==> src/design/obb_sat_pkg.sv <==
// Shared types, widths and sine table helper for the oriented box SAT engine.
package obb_sat_pkg;

    localparam int ANGLE_BITS_DEF = 16;
    localparam int TRIG_DEPTH_DEF = 1024;

    localparam int TRIG_W  = 16;  // Q1.14 sine and cosine
    localparam int COORD_W = 40;  // corner coordinate, Q14 scaled
    localparam int MUL_W   = 56;  // corner times axis component
    localparam int PROJ_W  = 57;  // projection onto one axis
    localparam int OVL_W   = 58;  // overlap on one axis
    localparam int NUM_AXES = 4;
    localparam int NUM_CORNERS = 4;

    localparam longint unsigned Q30_ONE     = 64'd1073741824;
    localparam longint unsigned HALF_PI_Q30 = 64'd1686629713;

    typedef logic signed [TRIG_W-1:0]  t_trig;
    typedef logic signed [COORD_W-1:0] t_coord;
    typedef logic signed [MUL_W-1:0]   t_mul;
    typedef logic signed [PROJ_W-1:0]  t_proj;
    typedef logic signed [OVL_W-1:0]   t_ovl;

    typedef struct packed {
        logic signed [23:0] a_pos_x;
        logic signed [23:0] a_pos_y;
        logic [19:0]        a_width;
        logic [19:0]        a_height;
        logic [15:0]        a_angle;
        logic signed [23:0] b_pos_x;
        logic signed [23:0] b_pos_y;
        logic [19:0]        b_width;
        logic [19:0]        b_height;
        logic [15:0]        b_angle;
    } t_in;

    typedef struct packed {
        logic               hit;
        logic signed [15:0] axis_x;
        logic signed [15:0] axis_y;
        logic [23:0]        overlap;
    } t_out;

    // Sine of a first-quadrant angle x (Q30 radians) by an odd Taylor series,
    // rounded to Q14 and clamped, negated for the lower half turn.
    function automatic t_trig q14_of(input longint unsigned x, input logic neg);
        longint unsigned x2;
        longint unsigned t;
        longint unsigned s;
        longint unsigned q;
        x2 = (x * x) >> 30;
        t  = Q30_ONE - x2 / 72;
        t  = Q30_ONE - ((x2 * t) >> 30) / 42;
        t  = Q30_ONE - ((x2 * t) >> 30) / 20;
        t  = Q30_ONE - ((x2 * t) >> 30) / 6;
        s  = (x * t) >> 30;
        q  = (s + 64'd32768) >> 16;
        if (q > 64'd16384) begin
            q = 64'd16384;
        end
        return neg ? -TRIG_W'(q) : TRIG_W'(q);
    endfunction

endpackage

==> src/design/obb_sat_merge.sv <==
// Merges the four lane overlaps into the hit flag, least axis and rounded depth.
module obb_sat_merge
    import obb_sat_pkg::*;
(
    input  logic  i_clk,
    input  logic  i_en,
    input  t_ovl  i_ovl [NUM_AXES],
    input  t_trig i_ax [NUM_AXES],
    input  t_trig i_ay [NUM_AXES],
    output t_out  o_data
);

    localparam int SUM_W = OVL_W + 1;

    logic             w_hit;
    t_ovl             w_best;
    t_trig            w_bx, w_by;
    logic [SUM_W-1:0] w_sum;
    logic [SUM_W-29:0] w_q;
    t_out             w_out;

    always_comb begin
        w_hit  = 1'b1;
        w_best = i_ovl[0];
        w_bx   = i_ax[0];
        w_by   = i_ay[0];
        for (int i = 0; i < NUM_AXES; i++) begin
            if (i_ovl[i] <= 0) w_hit = 1'b0;
        end
        // Strict compare so the earlier axis keeps a tie.
        for (int i = 1; i < NUM_AXES; i++) begin
            if (i_ovl[i] < w_best) begin
                w_best = i_ovl[i];
                w_bx   = i_ax[i];
                w_by   = i_ay[i];
            end
        end
        w_sum = SUM_W'($unsigned(w_best)) + (SUM_W'(1) << 27);
        w_q   = w_sum[SUM_W-1:28];
        w_out = '0;
        if (w_hit) begin
            w_out.hit     = 1'b1;
            w_out.axis_x  = w_bx;
            w_out.axis_y  = w_by;
            w_out.overlap = (w_q > (SUM_W-28)'(24'hFFFFFF)) ? 24'hFFFFFF : w_q[23:0];
        end
    end

    always_ff @(posedge i_clk) begin
        if (i_en) begin
            o_data <= w_out;
        end
    end

endmodule

==> config.mk <==
export PLATFORM = sky130hd
export DESIGN_NAME = obb_sat_merge
export DESIGN_NICKNAME = d
export VERILOG_FILES = /design/src/design/obb_sat_pkg.sv /design/src/design/obb_sat_merge.sv
export SDC_FILE = /design/constraint.sdc
export NUM_CORES = 1
export LEC_CHECK = 0
export BUFFER_PORTS_ARGS = -buffer_cell sky130_fd_sc_hd__clkbuf_2
export CAP_MARGIN = 20
export CORE_AREA = 4 4 160 162
export CTS_CLUSTER_DIAMETER = 50
export DETAILED_ROUTE_END_ITERATION = 8
export DIE_AREA = 0 0 164 166
export PLACE_DENSITY = 0.76
export SYNTH_ARGS = -nofsm -noshare
export SYNTH_HDL_FRONTEND = slang
export SYNTH_SLANG_ARGS = --single-unit
==> constraint.sdc <==
create_clock -name i_clk -period 17.85 [get_ports i_clk]
set_input_delay 0.8925 -clock i_clk [delete_from_list [all_inputs] [get_ports i_clk]]
set_output_delay 0.8925 -clock i_clk [all_outputs]
set_load 0.02 [all_outputs]
==> reports/results.ini <==
[worst_setup_path]
required_ns=18.01
crit_path_end_kind=flop
slowest_delay_ns=0.85
worstPathMaxFanout=106
cp.arrival_ns=14.27
path_class=primary input to flop
cp-start-kind=primary input
critPathSlowestCell=buf_4

[sta]
hold_violations=0
final.setup.tns_ns=0
report.final.slew_viol_count=0
finalCritPeriodShare_pct=79.1
timing.fmax_mhz=70.9
fin_crit_ns=14.11
relSlewSlack_pct=31.3
setup_viol=0
tightest_slew_ns=1.03
rsz0062_at_grt=no

[detailed_routing]
dr.pass1.iters=6
num_vias=13600
drc_errors=0
wire_per_inst_um=23.8
drtIter0Drc=1477
vias_per_cell=6.19
drt-total-wl_um=52200
ant_nets=0

[clock_network]
cts_sinks=57
clk_path_buf_depth=2
numCtsBuffers=9
cts-root-buf=clkbuf_16
cts_setup_buffers=0
holdBufCountCts=0
cts_tree=built
cts_resized=0
clkTransAtPathRegs_ns=0.05
cts-htree-levels=3

[power]
ir_drop_mv=0.0866
p_total_mw=1.23
power.density_nw_per_um2=89.1
cellLeakagePower_nw=6.54

[floorplan]
die_h_um=166
top_level_ports=419
fp.dieArea_um2=27200
initial_core_util_pct=46.6
fp.dieW_um=164
row_count=57
core_area_um2=24100

[grt]
grt_util_all_layers_pct=36.5
grt_first_pass_wirelength_um=76900
grt_max_degree=107
gr-total-overflow=0
grt_pass1_vias=13300
grt_antenna_before_repair=7

[synthesis]
synth_common_cells=209 x nor2_1, 195 x a21oi_1, 172 x ha_1, 80 x nand2_1, 77 x inv_1
synth_edf_count=57
syn-cell-area_um2=11200
ys_top_cells_by_area=ha_1 19%, edfxtp_1 15%, a21oi_1 8.7%, nor2_1 7.0%, mux2i_1 5.9%
synthFlopType=edfxtp_1
synth_most_common_cell=nor2_1
syn_area_per_cell_um2=7.56
synthDistinctLibCells=75
ys_seq_elements=57
synth.top_cell.area_share_pct=19.1
async_flop_share_pct=0
syn_nets=2021
yosysTopAreaCell=ha_1
synth.yosys.seq_area_share_pct=15.2
ys_warn_count=0
syn-instance-count=1487

[place]
port_buffers=418
hpwl_um=44800
gp_congestion=1.08

[cells_and_area]
drive_gt1_share_pct=27.1
top_register=o_data
largest_reg_flops=57
nNetsFinal=2390
fin_util_pct=57.2
area_delta_synth_final_pct=22.6
largestRegisters=o_data: 57 flops
fillers=2304

[worst_hold_path]
hp-class=primary input to flop

[run]
maxCapViolations=0

[run_status]
status=finished clean

## metrics by stage
step | cell area (um^2) | cells | hold WS [ns] | setup slack [ns]
after floorplan | 11200 | 1487 | 1.01 | 5.24
after global placement | 13500 | 2169 | 1.20 | 4.24
after detailed placement | 13500 | 2169 | 1.21 | 3.78
after CTS | 13800 | 2185 | 0.874 | 4.08
after global routing | 13800 | 2187 | 0.916 | 2.74
final | 13800 | 2189 | 0.881 | 3.74
## power by group
group,switching [mW],internal [mW],total (mW)
sequential,0.00395,0.159,0.163
clock,0.0562,0.107,0.163
combinational,0.587,0.315,0.902
total,0.647,0.581,1.23
## logic make-up after synthesis
family | share of synthesized area, %
DFF | 15.2
buffers and inverters | 5.65
and+or+nand+nor | 25.4
muxes | 7.52
adders and majority gates | 19.1
AOI/OAI and AO/OA | 23.8
xor gates and xnor gates | 3.18
## final cells by class
class	instances	area (um^2)	area share (%)
Clock buffer	10	229	1.66
Tap cell	324	405	2.94
Inverter	77	289	2.10
Clock inverter	6	58.8	0.427
Multi-Input combinational cell	1284	8920	64.7
Sequential cell	57	1710	12.4
Antenna cell	4	10.0	0.0726
Timing Repair Buffer	427	2160	15.7
## path summary, 6_finish.rpt
check,end,cells past startpoint,start
setup / recovery,o_data[12]$_SDFFCE_PN0P_,44,i_ovl[231]
hold / removal,o_data[50]$_SDFFCE_PN0P_,3,i_ax[10]
## critical path, delay by kind of cell
family	cells	cell delay (ns)
xor+xnor	1	0.59
fa+ha+maj	4	1.58
compound gates	16	3.82
simple gates	15	3.70
buf+inv	6	2.74
mux	2	0.81
## cells in the final DEF, fill, tap and decap left out, types with 14 or more instances in the layout
master	count
a211oi_1	41
a21o_1	42
a21oi_1	195
a21oi_2	21
and3_1	22
clkbuf_2	418
edfxtp_1	57
ha_1	172
inv_1	77
mux2_2	14
mux2i_1	66
nand2_1	80
nand3_1	63
nand4_1	53
nor2_1	209
nor3_1	19
nor4_1	65
o21ai_0	47
xnor2_1	18
xor2_1	21
## layer usage
| metal | track usage, % | vias up | part of all wire, % |
|---|---|---|---|
| met5 | 0 | - | 0.065 |
| met4 | 19.2 | 6 | 5.7 |
| met3 | 6.06 | 138 | 9.6 |
| met2 | 61.5 | 830 | 47 |
| met1 | 44.4 | 6206 | 38 |
| li1 | - | 6371 | - |
No activity file was read; power rests on OpenSTA's default activity.
