`config.mk`:
```
export PLATFORM = sky130hd
export DESIGN_NAME = obb_sat_corner
export DESIGN_NICKNAME = d
export VERILOG_FILES = /design/src/design/obb_sat_pkg.sv /design/src/design/obb_sat_corner.sv
export SDC_FILE = /design/constraint.sdc
export NUM_CORES = 2
export LEC_CHECK = 0
export BUFFER_PORTS_ARGS = -buffer_cell sky130_fd_sc_hd__buf_2
export CAP_MARGIN = 40
export CORE_MARGIN = 8
export CORE_UTILIZATION = 35
export CTS_BUF_LIST = sky130_fd_sc_hd__clkbuf_4 sky130_fd_sc_hd__clkbuf_8 sky130_fd_sc_hd__clkbuf_16
export DETAILED_ROUTE_END_ITERATION = 12
export PLACE_DENSITY = 0.61
export SYNTH_ARGS = -nofsm -noshare
export SYNTH_HDL_FRONTEND = slang
export SYNTH_SLANG_ARGS = --single-unit
```
`constraint.sdc`:
```
create_clock -name i_clk -period 17.7 [get_ports i_clk]
set_input_delay 1.77 -clock i_clk [delete_from_list [all_inputs] [get_ports i_clk]]
set_output_delay 1.77 -clock i_clk [all_outputs]
set_load 0.02 [all_outputs]
```
`src/design/obb_sat_pkg.sv`:
```
// Shared types, widths and sine table helper for the oriented box SAT engine.
package obb_sat_pkg;

    localparam int ANGLE_BITS_DEF = 16;
    localparam int TRIG_DEPTH_DEF = 1024;

    localparam int TRIG_W  = 16;  // Q1.14 sine and cosine
    localparam int COORD_W = 40;  // corner coordinate, Q14 scaled
    localparam int MUL_W   = 56;  // corner times axis component
    localparam int PROJ_W  = 57;  // projection onto one axis
    localparam int OVL_W   = 58;  // overlap on one axis
    localparam int NUM_AXES = 4;
    localparam int NUM_CORNERS = 4;

    localparam longint unsigned Q30_ONE     = 64'd1073741824;
    localparam longint unsigned HALF_PI_Q30 = 64'd1686629713;

    typedef logic signed [TRIG_W-1:0]  t_trig;
    typedef logic signed [COORD_W-1:0] t_coord;
    typedef logic signed [MUL_W-1:0]   t_mul;
    typedef logic signed [PROJ_W-1:0]  t_proj;
    typedef logic signed [OVL_W-1:0]   t_ovl;

    typedef struct packed {
        logic signed [23:0] a_pos_x;
        logic signed [23:0] a_pos_y;
        logic [19:0]        a_width;
        logic [19:0]        a_height;
        logic [15:0]        a_angle;
        logic signed [23:0] b_pos_x;
        logic signed [23:0] b_pos_y;
        logic [19:0]        b_width;
        logic [19:0]        b_height;
        logic [15:0]        b_angle;
    } t_in;

    typedef struct packed {
        logic               hit;
        logic signed [15:0] axis_x;
        logic signed [15:0] axis_y;
        logic [23:0]        overlap;
    } t_out;

    // Sine of a first-quadrant angle x (Q30 radians) by an odd Taylor series,
    // rounded to Q14 and clamped, negated for the lower half turn.
    function automatic t_trig q14_of(input longint unsigned x, input logic neg);
        longint unsigned x2;
        longint unsigned t;
        longint unsigned s;
        longint unsigned q;
        x2 = (x * x) >> 30;
        t  = Q30_ONE - x2 / 72;
        t  = Q30_ONE - ((x2 * t) >> 30) / 42;
        t  = Q30_ONE - ((x2 * t) >> 30) / 20;
        t  = Q30_ONE - ((x2 * t) >> 30) / 6;
        s  = (x * t) >> 30;
        q  = (s + 64'd32768) >> 16;
        if (q > 64'd16384) begin
            q = 64'd16384;
        end
        return neg ? -TRIG_W'(q) : TRIG_W'(q);
    endfunction

endpackage

```
`src/design/obb_sat_corner.sv`:
```
// Builds the four rotated corners of one box in two registered stages.
module obb_sat_corner
    import obb_sat_pkg::*;
(
    input  logic               i_clk,
    input  logic               i_en_mul,
    input  logic               i_en_sum,
    input  logic signed [23:0] i_pos_x,
    input  logic signed [23:0] i_pos_y,
    input  logic [19:0]        i_width,
    input  logic [19:0]        i_height,
    input  t_trig              i_cos,
    input  t_trig              i_sin,
    output t_coord             o_cx [NUM_CORNERS],
    output t_coord             o_cy [NUM_CORNERS],
    output t_trig              o_cos,
    output t_trig              o_sin
);

    logic signed [36:0] r_wc, r_ws, r_hc, r_hs;
    logic signed [23:0] r_px, r_py;
    t_trig              r_cos, r_sin;
    t_coord             w_bx, w_by;

    always_ff @(posedge i_clk) begin
        if (i_en_mul) begin
            r_wc  <= $signed({1'b0, i_width})  * i_cos;
            r_ws  <= $signed({1'b0, i_width})  * i_sin;
            r_hc  <= $signed({1'b0, i_height}) * i_cos;
            r_hs  <= $signed({1'b0, i_height}) * i_sin;
            r_px  <= i_pos_x;
            r_py  <= i_pos_y;
            r_cos <= i_cos;
            r_sin <= i_sin;
        end
    end

    assign w_bx = {{(COORD_W-38){r_px[23]}}, r_px, 14'd0};
    assign w_by = {{(COORD_W-38){r_py[23]}}, r_py, 14'd0};

    always_ff @(posedge i_clk) begin
        if (i_en_sum) begin
            o_cx[0] <= w_bx;
            o_cx[1] <= w_bx + COORD_W'(r_wc);
            o_cx[2] <= w_bx + COORD_W'(r_wc) - COORD_W'(r_hs);
            o_cx[3] <= w_bx - COORD_W'(r_hs);
            o_cy[0] <= w_by;
            o_cy[1] <= w_by + COORD_W'(r_ws);
            o_cy[2] <= w_by + COORD_W'(r_ws) + COORD_W'(r_hc);
            o_cy[3] <= w_by + COORD_W'(r_hc);
            o_cos   <= r_cos;
            o_sin   <= r_sin;
        end
    end

endmodule

```
==> metrics.cfg <==
[synth]
synthArstFlopShare_pct=0
yosysWarnings=0
synth_edf_count=544
syn_inst=6960
synth-main-ff-cell=edfxtp_1
syn_area_um2=68780
synth_top_cell_area_share_pct=29.25
ys_seq_area_share_pct=23.75
ys_top_cells_by_area=fa_1 29%, edfxtp_1 24%, ha_1 13%
syn_area_per_cell_um2=9.883
synth-seq-cells=544
yosysUniqueCellTypes=78
netlist.top_cell.by_area=fa_1

[place]
dp_hpwl_um=147600
io_buffers=446
dpl.cell_count=9815
place_congestion=0.8709

[critical_path]
reg2reg_to=o_cx[78]$_DFFE_PP_
critPathLaunchType=primary input
path_class=primary input to flip-flop
rr_worst_depth=22
reg2reg_setup_slack_ns=12.01
required_ns=18.10
cp_max_fo=41
slowest_delay_ns=0.67
cp_common_cell=fa_1
worstSetupEndpointType=flip-flop
critPathArrivalTime_ns=8.71
slowest_stage=o21ai_0
timing.rr.start=r_px[0]$_DFFE_PP_

[routing]
wl_um=191200
wl_per_cell_um=19.21
route.detailed.drc=0
ant_nets=0
vias=49260
first_pass_iters=6
vias_per_cell=4.951
drt_iter0_markers=3180

[cells_and_area]
syn_to_final_growth_pct=10.67
drive_above_1_share_pct=9.116
layout.cells.non_filler=9950
seqCellArea_um2=16340
layout_commonest_cell=inv_1
fill_cells=19250
layout.nets=9086
multi_input_area_um2=45920
mostFrequentLayoutCells=1,411 x inv_1, 1,005 x fa_1, 803 x nand2_1

[cts]
cts_setup_buffers=0
cts_resized=0
cts_sinks=544
cts-htree-levels=3
cts_buffers=70
cts_max_path_buffers=3
clk_pin_slew_ns=0.05
cts_hold_buf=0
cts.root.buffer_cell=clkbuf_16
clock_latency_ns=0.69
cts_tree=built

[sta]
finalMaxSlewViolations=0
tns_ns=0
final_hold_viol_count=0
period_minus_slack_ns=8.309
rsz0062_at_grt=no
worstMarginPinSlew_ns=0.8930
maxSlewHeadroom_pct=40.46
layout_worst_path_cycle_share_pct=46.94
setup_viol=0
skew_ns=0.02953
max_freq_mhz=120.4

[flow_run]
maxCapViolCount=0

[die]
die-area_um2=211000
start_util_pct=35.24
rows=162
io_pins=475
die_h_um=459.3
die_x_um=459.3
core_um2=195200

[grt]
overflow=0
grt_antenna_before_repair=25
grt_first_pass_wirelength_um=298400
track_usage_pct=17.93
grt_pass1_vias=52470
grt_max_degree=100

[hold_path]
hold_path_end=o_cos[3]$_DFFE_PP_
hp-start=r_cos[3]$_DFFE_PP_
min_path_type=flip-flop to flip-flop
hold-path-cell-count=0

[status]
status=finished clean

-- critical path: cells and delay by family --
| family | cells | cell delay [ns] |
|---|---|---|
| XOR/XNOR | 1 | 0.10 |
| buffers and inverters | 7 | 0.82 |
| AND/OR/NAND/NOR | 1 | 0.17 |
| adder cells (fa/ha/maj) | 7 | 3.40 |
| AO/OA/AOI/OAI | 9 | 2.39 |
-- synthesized netlist by cell type (8+ instances only) --
library cell  count
clkbuf_1        278
xor2_1           80
nand2_1         803
xnor2_1         207
ha_1            695
nand3_1          54
or3_1            12
nand4_1          39
a41oi_1           9
a31o_2           11
o21bai_1         34
o211ai_1          8
nor2b_1          41
and3_1           32
buf_4            36
a21oi_1         261
o21ai_0         133
nor3_1           38
o31ai_1          23
and2_1          548
fa_1           1005
nand2b_1         81
edfxtp_1        544
inv_1          1411
a211oi_1         28
a221oi_1          8
a31oi_1          26
a21o_1          147
o21ai_1          10
o21a_1           32
a211o_1           8
nor2_1          204
-- state kept, by name, summed over array words and instances (netlist names) --
signal  flops
r_sin      16
o_cx      142
r_wc       37
o_sin      16
r_hc       37
r_hs       37
r_cos      16
r_ws       37
o_cos      16
o_cy      142
r_py       24
r_px       24
-- worst max-delay path by stage --
stage	end	slack, ns	depth (start not counted)	start
finish	r_hc[35]$_DFFE_PP_	9.39	25	i_cos[1]
global placement	r_hs[36]$_DFFE_PP_	8.84	22	i_sin[13]
detailed placement	r_hs[36]$_DFFE_PP_	8.81	24	i_sin[2]
global route	r_hc[35]$_DFFE_PP_	9.12	25	i_cos[1]
floorplan	r_ws[30]$_DFFE_PP_	9.85	24	i_sin[1]
CTS	r_hs[36]$_DFFE_PP_	9.57	24	i_sin[2]
-- through the flow --
stage,hold WS [ns],setup slack [ns],util (%),cell area [um2]
final,0.4144,9.391,39.00,76130
after global routing,0.4208,9.123,39.00,76120
after CTS,0.4159,9.566,38.99,76100
after detailed placement,0.4045,8.806,37.81,73800
after global placement,0.4009,8.838,37.71,73600
after floorplan,0.4003,9.845,-,68890
-- cell type report --
type | instances | share of cell area [%]
diodes | 9 | 0.02958
clock buffers | 77 | 2.370
clock inverters | 49 | 0.6591
inverters | 1411 | 6.957
multi-input cells | 4714 | 60.32
flip-flops and latches | 544 | 21.46
well taps | 2624 | 4.313
repair buffers | 522 | 3.889
-- logic make-up (layout without fill, tap and decap cells) --
logic type	Yosys count	after routing	share of synthesized area, %
other	1	37	0.005452
DFF	544	544	23.75
AOI/OAI and AO/OA	812	812	7.624
and+or+nand+nor	1884	1884	13.40
buffers and inverters	1729	2059	9.635
adders and majority gates	1700	1700	41.89
muxes	3	3	0.04548
xor gates and xnor gates	287	287	3.654
-- layer usage --
layer	vias to the layer above	track usage, %	routed length [um]
li1	22510	-	-
met1	24820	22.99	80300
met2	1580	30.80	92380
met3	351	3.082	12180
met4	2	5.855	6275
met5	-	0	13
Power is not shown: default switching activity piles up to over one toggle a cycle in this logic, so the estimate is an artifact.
